<file path="config.mk">
export PLATFORM = sky130hd
export DESIGN_NAME = tabq_ctrl
export DESIGN_NICKNAME = d
export VERILOG_FILES = /design/src/tabq_pkg.sv /design/src/tabq_ctrl.sv
export SDC_FILE = /design/constraint.sdc
export NUM_CORES = 1
export LEC_CHECK = 0
export ABC_AREA = 1
export BUFFER_PORTS_ARGS = -buffer_cell sky130_fd_sc_hd__buf_4
export CAP_MARGIN = 20
export CELL_PAD_IN_SITES_DETAIL_PLACEMENT = 0
export CELL_PAD_IN_SITES_GLOBAL_PLACEMENT = 1
export CORE_MARGIN = 5
export CORE_UTILIZATION = 38
export CTS_CLUSTER_SIZE = 16
export DETAILED_ROUTE_END_ITERATION = 12
export PLACE_DENSITY = 0.89
export SETUP_SLACK_MARGIN = 0.02
export SKIP_CTS_REPAIR_TIMING = 1
export SLEW_MARGIN = 30
export SYNTH_ARGS = -nofsm -noshare
export SYNTH_HDL_FRONTEND = slang
export SYNTH_SLANG_ARGS = --single-unit
</file>
<file path="constraint.sdc">
create_clock -name aclk -period 4.63 [get_ports aclk]
set_input_delay 0 -clock aclk [delete_from_list [all_inputs] [get_ports aclk]]
set_output_delay 0 -clock aclk [all_outputs]
set_load 0.05 [all_outputs]
</file>
<file path="src/tabq_pkg.sv">
`default_nettype none
package tabq_pkg;

    localparam int FRAC_BITS         = 14;   // fraction bits of the normalised projection
    localparam int IN_FRAC           = 14;   // fraction bits of the body up vector
    localparam int CORDIC_ITERATIONS = 16;
    localparam int TABLE_LEN         = 24;
    localparam int CORDIC_STEPS      = (CORDIC_ITERATIONS < TABLE_LEN) ?
                                       CORDIC_ITERATIONS : TABLE_LEN;
    localparam int SQRT_STEPS        = 32;
    localparam int DIV_STEPS         = FRAC_BITS + 2;
    localparam int OUT_SHIFT         = 15;

    // derived widths
    localparam int T_W    = FRAC_BITS + 2;   // normalised component, signed
    localparam int DACC_W = T_W + 18;        // t.u accumulator
    localparam int CACC_W = T_W + 35;        // t.(u x w) accumulator
    localparam int CRD_W  = T_W + 4;         // CORDIC x/y
    localparam int REM_W  = 32 + FRAC_BITS + 2;

    localparam logic signed [31:0] RIGHT_ANGLE    = 32'sd377487360;
    localparam logic signed [31:0] STRAIGHT_ANGLE = 32'sd754974720;

    localparam logic signed [15:0] TARGET_RESET  = 16'sd0;
    localparam logic [14:0]        ENGAGE_RESET  = 15'd1280;
    localparam logic [14:0]        RELEASE_RESET = 15'd5760;

    localparam logic [1:0] CFG_TARGET  = 2'd0;
    localparam logic [1:0] CFG_ENGAGE  = 2'd1;
    localparam logic [1:0] CFG_RELEASE = 2'd2;

    // multiplier programme; each entry's product is registered in prod_reg, then written to its destination register
    typedef enum logic [4:0] {
        MOP_NONE,
        MOP_WZWX, MOP_WZWY, MOP_WXWX, MOP_WYWY,
        MOP_P0SQ, MOP_P1SQ, MOP_P2SQ, MOP_A_END,
        MOP_UYWZ, MOP_UZWY, MOP_UZWX, MOP_UXWZ, MOP_UXWY, MOP_UYWX,
        MOP_T0U0, MOP_T1U1, MOP_T2U2, MOP_T0V0, MOP_T1V1, MOP_T2V2,
        MOP_XCLAMP, MOP_XX
    } mop_t;

    typedef struct packed {
        logic       load;
        mop_t       mop;
        logic       sqrt_load;
        logic       sqrt_sel_s;
        logic       sqrt_step;
        logic       div_load;
        logic       div_step;
        logic [1:0] div_idx;
        logic       t_write;
        logic       cordic_load;
        logic       cordic_step;
        logic [4:0] step;
        logic       angle_load;
        logic       finish;
    } tabq_cmd_t;

    typedef struct packed {
        logic degen_in;
    } tabq_sts_t;

    // arctan(2^-i) in 2^-22 degree
    function automatic logic signed [31:0] atan_entry(input logic [4:0] i);
        logic signed [31:0] r;
        case (i)
            5'd0:  r = 32'sd188743680;
            5'd1:  r = 32'sd111421900;
            5'd2:  r = 32'sd58872272;
            5'd3:  r = 32'sd29884485;
            5'd4:  r = 32'sd15000234;
            5'd5:  r = 32'sd7507429;
            5'd6:  r = 32'sd3754631;
            5'd7:  r = 32'sd1877430;
            5'd8:  r = 32'sd938729;
            5'd9:  r = 32'sd469366;
            5'd10: r = 32'sd234683;
            5'd11: r = 32'sd117342;
            5'd12: r = 32'sd58671;
            5'd13: r = 32'sd29335;
            5'd14: r = 32'sd14668;
            5'd15: r = 32'sd7334;
            5'd16: r = 32'sd3667;
            5'd17: r = 32'sd1833;
            5'd18: r = 32'sd917;
            5'd19: r = 32'sd458;
            5'd20: r = 32'sd229;
            5'd21: r = 32'sd115;
            5'd22: r = 32'sd57;
            5'd23: r = 32'sd29;
            default: r = 32'sd0;
        endcase
        return r;
    endfunction

endpackage
`default_nettype wire

</file>
<file path="src/tabq_ctrl.sv">
`default_nettype none
module tabq_ctrl
    import tabq_pkg::*;
(
    input  wire logic      aclk,
    input  wire logic      aresetn,
    input  wire logic      s_tvalid,
    output logic           s_tready,
    output logic           m_tvalid,
    input  wire logic      m_tready,
    input  wire tabq_sts_t sts,
    output tabq_cmd_t      cmd
);

    typedef enum logic [3:0] {
        ST_IDLE, ST_MUL_A, ST_LOAD_N, ST_SQRT_N, ST_DIV_LOAD, ST_DIV_RUN, ST_DIV_WR,
        ST_MUL_B, ST_LOAD_S, ST_SQRT_S, ST_CORDIC_LOAD, ST_CORDIC_RUN, ST_ANGLE,
        ST_FINISH
    } state_t;

    state_t     state_reg, state_next;
    mop_t       mop_reg, mop_next;
    logic [4:0] cnt_reg, cnt_next;
    logic [1:0] idx_reg, idx_next;
    logic       m_tvalid_reg, m_tvalid_next;

    assign s_tready = (state_reg == ST_IDLE);
    assign m_tvalid = m_tvalid_reg;

    always_comb begin
        state_next    = state_reg;
        mop_next      = mop_reg;
        cnt_next      = cnt_reg;
        idx_next      = idx_reg;
        m_tvalid_next = m_tvalid_reg && !m_tready;
        cmd           = '0;
        cmd.mop       = MOP_NONE;
        cmd.step      = cnt_reg;
        cmd.div_idx   = idx_reg;

        case (state_reg)
            ST_IDLE: begin
                if (s_tvalid) begin
                    cmd.load   = 1'b1;
                    mop_next   = MOP_WZWX;
                    state_next = sts.degen_in ? ST_FINISH : ST_MUL_A;
                end
            end
            ST_MUL_A: begin
                cmd.mop  = mop_reg;
                mop_next = mop_t'(mop_reg + 5'd1);
                if (mop_reg == MOP_A_END) begin
                    state_next = ST_LOAD_N;
                end
            end
            ST_LOAD_N: begin
                cmd.sqrt_load = 1'b1;
                cnt_next      = '0;
                state_next    = ST_SQRT_N;
            end
            ST_SQRT_N: begin
                cmd.sqrt_step = 1'b1;
                cnt_next      = cnt_reg + 5'd1;
                if (cnt_reg == 5'(SQRT_STEPS - 1)) begin
                    idx_next   = 2'd0;
                    state_next = ST_DIV_LOAD;
                end
            end
            ST_DIV_LOAD: begin
                cmd.div_load = 1'b1;
                cnt_next     = '0;
                state_next   = ST_DIV_RUN;
            end
            ST_DIV_RUN: begin
                cmd.div_step = 1'b1;
                cnt_next     = cnt_reg + 5'd1;
                if (cnt_reg == 5'(DIV_STEPS - 1)) begin
                    state_next = ST_DIV_WR;
                end
            end
            ST_DIV_WR: begin
                cmd.t_write = 1'b1;
                if (idx_reg == 2'd2) begin
                    mop_next   = MOP_UYWZ;
                    state_next = ST_MUL_B;
                end else begin
                    idx_next   = idx_reg + 2'd1;
                    state_next = ST_DIV_LOAD;
                end
            end
            ST_MUL_B: begin
                cmd.mop  = mop_reg;
                mop_next = mop_t'(mop_reg + 5'd1);
                if (mop_reg == MOP_XX) begin
                    state_next = ST_LOAD_S;
                end
            end
            ST_LOAD_S: begin
                cmd.sqrt_load  = 1'b1;
                cmd.sqrt_sel_s = 1'b1;
                cnt_next       = '0;
                state_next     = ST_SQRT_S;
            end
            ST_SQRT_S: begin
                cmd.sqrt_step = 1'b1;
                cnt_next      = cnt_reg + 5'd1;
                if (cnt_reg == 5'(SQRT_STEPS - 1)) begin
                    state_next = ST_CORDIC_LOAD;
                end
            end
            ST_CORDIC_LOAD: begin
                cmd.cordic_load = 1'b1;
                cnt_next        = '0;
                state_next      = ST_CORDIC_RUN;
            end
            ST_CORDIC_RUN: begin
                cmd.cordic_step = 1'b1;
                cnt_next        = cnt_reg + 5'd1;
                if (cnt_reg == 5'(CORDIC_STEPS - 1)) begin
                    state_next = ST_ANGLE;
                end
            end
            ST_ANGLE: begin
                cmd.angle_load = 1'b1;
                state_next     = ST_FINISH;
            end
            ST_FINISH: begin
                if (!m_tvalid_reg || m_tready) begin
                    cmd.finish    = 1'b1;
                    m_tvalid_next = 1'b1;
                    state_next    = ST_IDLE;
                end
            end
            default: begin
                state_next = ST_IDLE;
            end
        endcase
    end

    always_ff @(posedge aclk) begin
        if (!aresetn) begin
            state_reg    <= ST_IDLE;
            mop_reg      <= MOP_NONE;
            cnt_reg      <= '0;
            idx_reg      <= '0;
            m_tvalid_reg <= 1'b0;
        end else begin
            state_reg    <= state_next;
            mop_reg      <= mop_next;
            cnt_reg      <= cnt_next;
            idx_reg      <= idx_next;
            m_tvalid_reg <= m_tvalid_next;
        end
    end

    a_one_item: assert property (@(posedge aclk) disable iff (!aresetn)
        (s_tvalid && s_tready) |=> !s_tready)
        else $error("second transfer taken while an item is in flight");

    a_no_overwrite: assert property (@(posedge aclk) disable iff (!aresetn)
        cmd.finish |-> (!m_tvalid_reg || m_tready))
        else $error("result register overwritten before transfer");

    a_wait_slot: assert property (@(posedge aclk) disable iff (!aresetn)
        (state_reg == ST_FINISH && m_tvalid_reg && !m_tready) |=> state_reg == ST_FINISH)
        else $error("finished item dropped while output stalled");

    a_cordic_range: assert property (@(posedge aclk) disable iff (!aresetn)
        (state_reg == ST_CORDIC_RUN) |-> (cnt_reg < 5'(CORDIC_STEPS)))
        else $error("CORDIC step beyond arctan table");

endmodule
`default_nettype wire

</file>
Yosys cells after proc, flatten, opt, wreduce, memory -nomap -nowiden

Index checks and enable logic that the tools add are counted.

Bits in registers: 17
Input port bits: 5
Output and inout bits: 25

$add $sub $neg: 3
Eq/ne operators: 28
Muxes and demuxes: 34
Reductions and logical operators: 16

Operator list:

| cell                                                                   | number |
|---|---|
| 4-bit one-hot mux with 14 select lines                                 | 1 |
| 4-bit two-way mux                                                      | 9 |
| 4-bit equality test (second input constant)                            | 6 |
| 2-bit inequality test (second input constant)                          | 10 |
| 4-bit by 3-bit equality test with 1-bit output (second input constant) | 4 |
| 1-bit two-way mux                                                      | 15 |
| 5-bit two-way mux                                                      | 3 |
| 5-bit one-hot mux with 3 select lines                                  | 1 |
| 5-bit by 1-bit adder with 5-bit output (second input constant)         | 2 |
| 5-bit by 4-bit equality test with 1-bit output (second input constant) | 2 |
| 5-bit equality test (second input constant)                            | 2 |
| 5-bit one-hot mux with 2 select lines                                  | 1 |
| 4-bit by 2-bit equality test with 1-bit output (second input constant) | 2 |
| 8-bit AND reduction                                                    | 1 |
| 4-bit OR reduction                                                     | 2 |
| 2-bit two-way mux                                                      | 3 |
| 3-bit AND reduction                                                    | 2 |
| 2-bit OR reduction                                                     | 3 |
| 4-bit by 1-bit equality test with 1-bit output (second input constant) | 1 |
| 4-bit zero test                                                        | 1 |
| 2-bit one-hot mux with 2 select lines                                  | 1 |
| 2-bit nonzero test                                                     | 2 |
| 3-bit nonzero test                                                     | 1 |
| 2-bit by 1-bit adder with 2-bit output (second input constant)         | 1 |
| other kinds (4)                                                        | 5 |

Logic depth before layout (Yosys ltp)

Depth in word-level cells: 4
Depth in mapped cells: 11

Worst setup path after synthesis

OpenSTA, ideal clock, no wires.

Path kind: register -> output
Start: register state_reg[2]
End: output cmd[22] (netlist name)
Arrival time: 2.064 ns
Slack: 2.566 ns
Stages on the path, launching flop included: 6
Path buffers: 0
Path through: dfxtp_1 inv_2 nand2_1 nor2_1 inv_1 nor2_1

RTL lines:

| element                | RTL line         | source |
|---|---|---|
| from (decl)            | tabq_ctrl.sv:21  | `state_t state_reg, state_next;` |
| from (signal assigned) | tabq_ctrl.sv:148 | `state_reg <= state_next;` |
| to (decl)              | tabq_ctrl.sv:12  | `output tabq_cmd_t cmd` |

Final worst setup path

Start: register cnt_reg[0]
End: register state_reg[3]

Longest elaborated chain between the ends: 3
Elaborated cells on any way between the ends: 7
Those cells by class: eq/ne (6); reduce/logical (1)

Ends and longest elaborated chain:

| element                                                                                      | RTL line         | source |
|---|---|---|
| from (decl)                                                                                  | tabq_ctrl.sv:23  | `logic [4:0] cnt_reg, cnt_next;` |
| from (signal assigned)                                                                       | tabq_ctrl.sv:150 | `cnt_reg <= cnt_next;` |
| 5-bit by 4-bit equality test with 1-bit output / 5-bit equality test (equally long branches) | --               |  |
| 2-bit inequality test (no line)                                                              | --               |  |
| 8-bit AND reduction (no line) (*)                                                            | --               |  |

Mark *: on every way between the ends. The rest lies on a longest branch, timed or not.
A chain may end at the register's enable or synchronous reset.

==> reports/results.ini <==
[power_and_ir_drop]
seqPwrFrac_pct = 24.1
swShare_pct = 56.3
p_leak_nw = 0.823
p_sw_mw = 0.492
clkPwrFrac_pct = 9.9
vdd_drop_max_mv = 0.218
power_frac_comb_pct = 66.0
internal_power_mw = 0.381
finalPower_mw = 0.873
p_per_area_mw_per_mm2 = 559

[setup_path]
cp-start-kind = flop
critPathMaxFanout = 7
end_kind = flop
worstSetupStartpoint = cnt_reg[0]
required_ns = 4.83
critical_path_class = flop to flop
crit_arrival_ns = 1.86
reg2reg_from = cnt_reg[0]

[clock_tree]
insertion_delay_ns = 0.30
cts_tree = done
cts.clk_slew.worst_paths_ns = 0.12
ctsHtreeMaxLevel = 1
clockRootBuffer = clkbuf_4
clock-sinks = 17
cts.path.max_buffers = 2
cts_buffers = 3

[cells_and_area]
antenna_cells = 0
multi_input_area_sq_um = 777
layout-drive-gt1-share_pct = 21.1
fin_area_sq_mm = 0.00156
ff_latch_area_sq_um = 340
area_growth_pct = 24.0
layout.nets = 255
fin_cells = 286
fillCellCount = 360

[synthesis]
syn_area_sq_mm = 0.00126
synth-main-ff-cell = dfxtp_1
ys_types = 22
avgSynthCellArea_sq_um = 6.02
syn-num-nets = 221
synth-seq-area-share_pct = 27.0
async_reset_ff_share_pct = 0
yosys_warnings = 0
synth_seq_cells = 17
synth_edf_count = 0
synthCells = 209

[timing]
min_period_ns = 1.66
maxSlewHeadroom_pct = 79.4
rsz0062_at_grt = no
final.setup.tns_ns = 0
fin_ws_ns = 2.97
slew_viol_final = 0
clock.fmax_ghz = 0.602
holdWs_ns = -0.00758
worst_slew_pin_slew_ns = 0.309
timing.final.crit_share_pct = 35.9
finalHoldViolations = 1
setup_viol = 0
skew_ns = 0.00867

[floorplanning]
fp.dieW_microns = 67.6
num_rows = 20
dieArea_sq_mm = 0.00456
dieHeight_microns = 67.6
initial_utilization_pct = 40.6
core-area_sq_mm = 0.00310
io_pins = 30

[routing]
drcViolationCount = 0
first_pass_iters = 4
via_per_inst = 4.52
vias = 1293
drt_iter0_drc = 66
drt_wl_total_microns = 3000
routedWlPerCell_microns = 10.5
ant_nets = 0

[placement]
gp_congestion = 0.848
port_buffers = 29
placed_cell_area_sq_mm = 0.00152
place_ws_ns = 2.97
dp.final_hpwl_microns = 2400
dp.cells = 281

[grt]
grt_start_max_net_pins = 11
grt_remaining_overflow = 0
track_usage_pct = 14.8
grt_pass1_wl_microns = 5160
first_global_vias = 1222
antenna_found_initial = 0

[run_status]
violations = negative hold slack
status = complete, but fails checks

[job]
drv_cap = 0

[worst_hold_path]
hold_start = m_tready
hold_path_class = input pin to flop

[power by group through the flow]
stage | logic, mW | clock network, mW | registers (mW)
finish | 0.576 | 0.0865 | 0.210
floorplan | 0.428 | 0 | 0.227
detailed placement | 0.578 | 0 | 0.213
global placement | 0.584 | 0 | 0.212
CTS | 0.579 | 0.0878 | 0.210
global route | 0.644 | 0.0959 | 0.216
[Yosys cell counts, types with 2 or more instances]
master | instances | share of area [%]
o21ai_0 | 7 | 2.8
nand3_1 | 17 | 6.8
xor2_1 | 2 | 1.4
ha_1 | 7 | 7.0
inv_2 | 3 | 0.89
nor2_1 | 36 | 11
inv_1 | 31 | 9.2
nor2_4 | 3 | 2.7
nor2_2 | 5 | 2.5
a21oi_1 | 12 | 4.8
nand2_1 | 57 | 17
nand2_4 | 2 | 1.8
nand2_2 | 2 | 0.99
dfxtp_1 | 17 | 27
[kinds of logic (layout without fill, tap and decap cells)]
logic type,after synthesis,after routing,synth area share (%)
XOR/XNOR,2,2,1.39
flip-flops,17,17,27.0
AND/OR/NAND/NOR,127,127,45.1
AO/OA/AOI/OAI,20,20,8.25
buffers and inverters,36,69,11.2
adder cells (fa/ha/maj),7,7,6.96
[cell type report]
| type | instances | share of cell area (%) |
|---|---|---|
| multi-input cells | 156 | 49.8 |
| flip-flops and latches | 17 | 21.8 |
| well taps | 44 | 3.53 |
| repair buffers | 30 | 14.6 |
| clock buffers | 4 | 1.68 |
| inverters | 35 | 8.58 |
[placed cells by master (no fill, tap or decap)]
cell type | synthesis | layout
or2_0 | 1 | 1
a21oi_2 | 1 | 1
nor2_1 | 36 | 36
a21oi_1 | 12 | 12
buf_4 | 1 | 29
nand3_1 | 17 | 17
xor2_1 | 2 | 2
nand3_2 | 1 | 1
or2_2 | 1 | 1
inv_1 | 31 | 31
nand2_4 | 2 | 2
clkbuf_4 | 0 | 3
dlygate4sd3_1 | 0 | 1
nor3_1 | 1 | 1
o21ai_0 | 7 | 7
ha_1 | 7 | 7
nor2_4 | 3 | 3
nand4_1 | 1 | 1
dfxtp_1 | 17 | 17
inv_2 | 3 | 3
clkbuf_1 | 0 | 1
nand2_2 | 2 | 2
nand2_1 | 57 | 57
nor2_2 | 5 | 5
inv_4 | 1 | 1
[path summary, 6_finish.rpt]
path	cells past startpoint	slack, ns	endpoint
max	11	2.97	state_reg[3]
min	4	-0.008	m_tvalid
max reg2reg	11	2.97	state_reg[3]
min reg2reg	2	0.49	idx_reg[1]
[worst max-delay path, stage by stage, from the launching register on]
cell and delay (ns):
dfxtp_1 0.40, ha_1 0.19, nand2_1 0.07, nor2_1 0.13
ha_1 0.16, inv_1 0.05, nand3_1 0.07, nand2_1 0.06
nor2_2 0.23, nand3_1 0.11, nand2_1 0.07, nor2_1 0.03
[per-stage QoR]
step	utilization (%)	hold slack (ns)
2_1_floorplan	-	0.219
3_3_place_gp	49.1	0.305
3_5_place_dp	49.1	0.304
4_1_cts	50.0	-0.0242
5_1_grt	50.3	0.0545
6_report	50.3	-0.00758
[per-layer routing]
metal  GRT usage [%]  routed length (microns)
met1            19.8                     1460
met4            5.32                       38
met2            24.1                     1320
met5               0                        0
met3            2.00                      186
(Power assumes the default switching activity.)
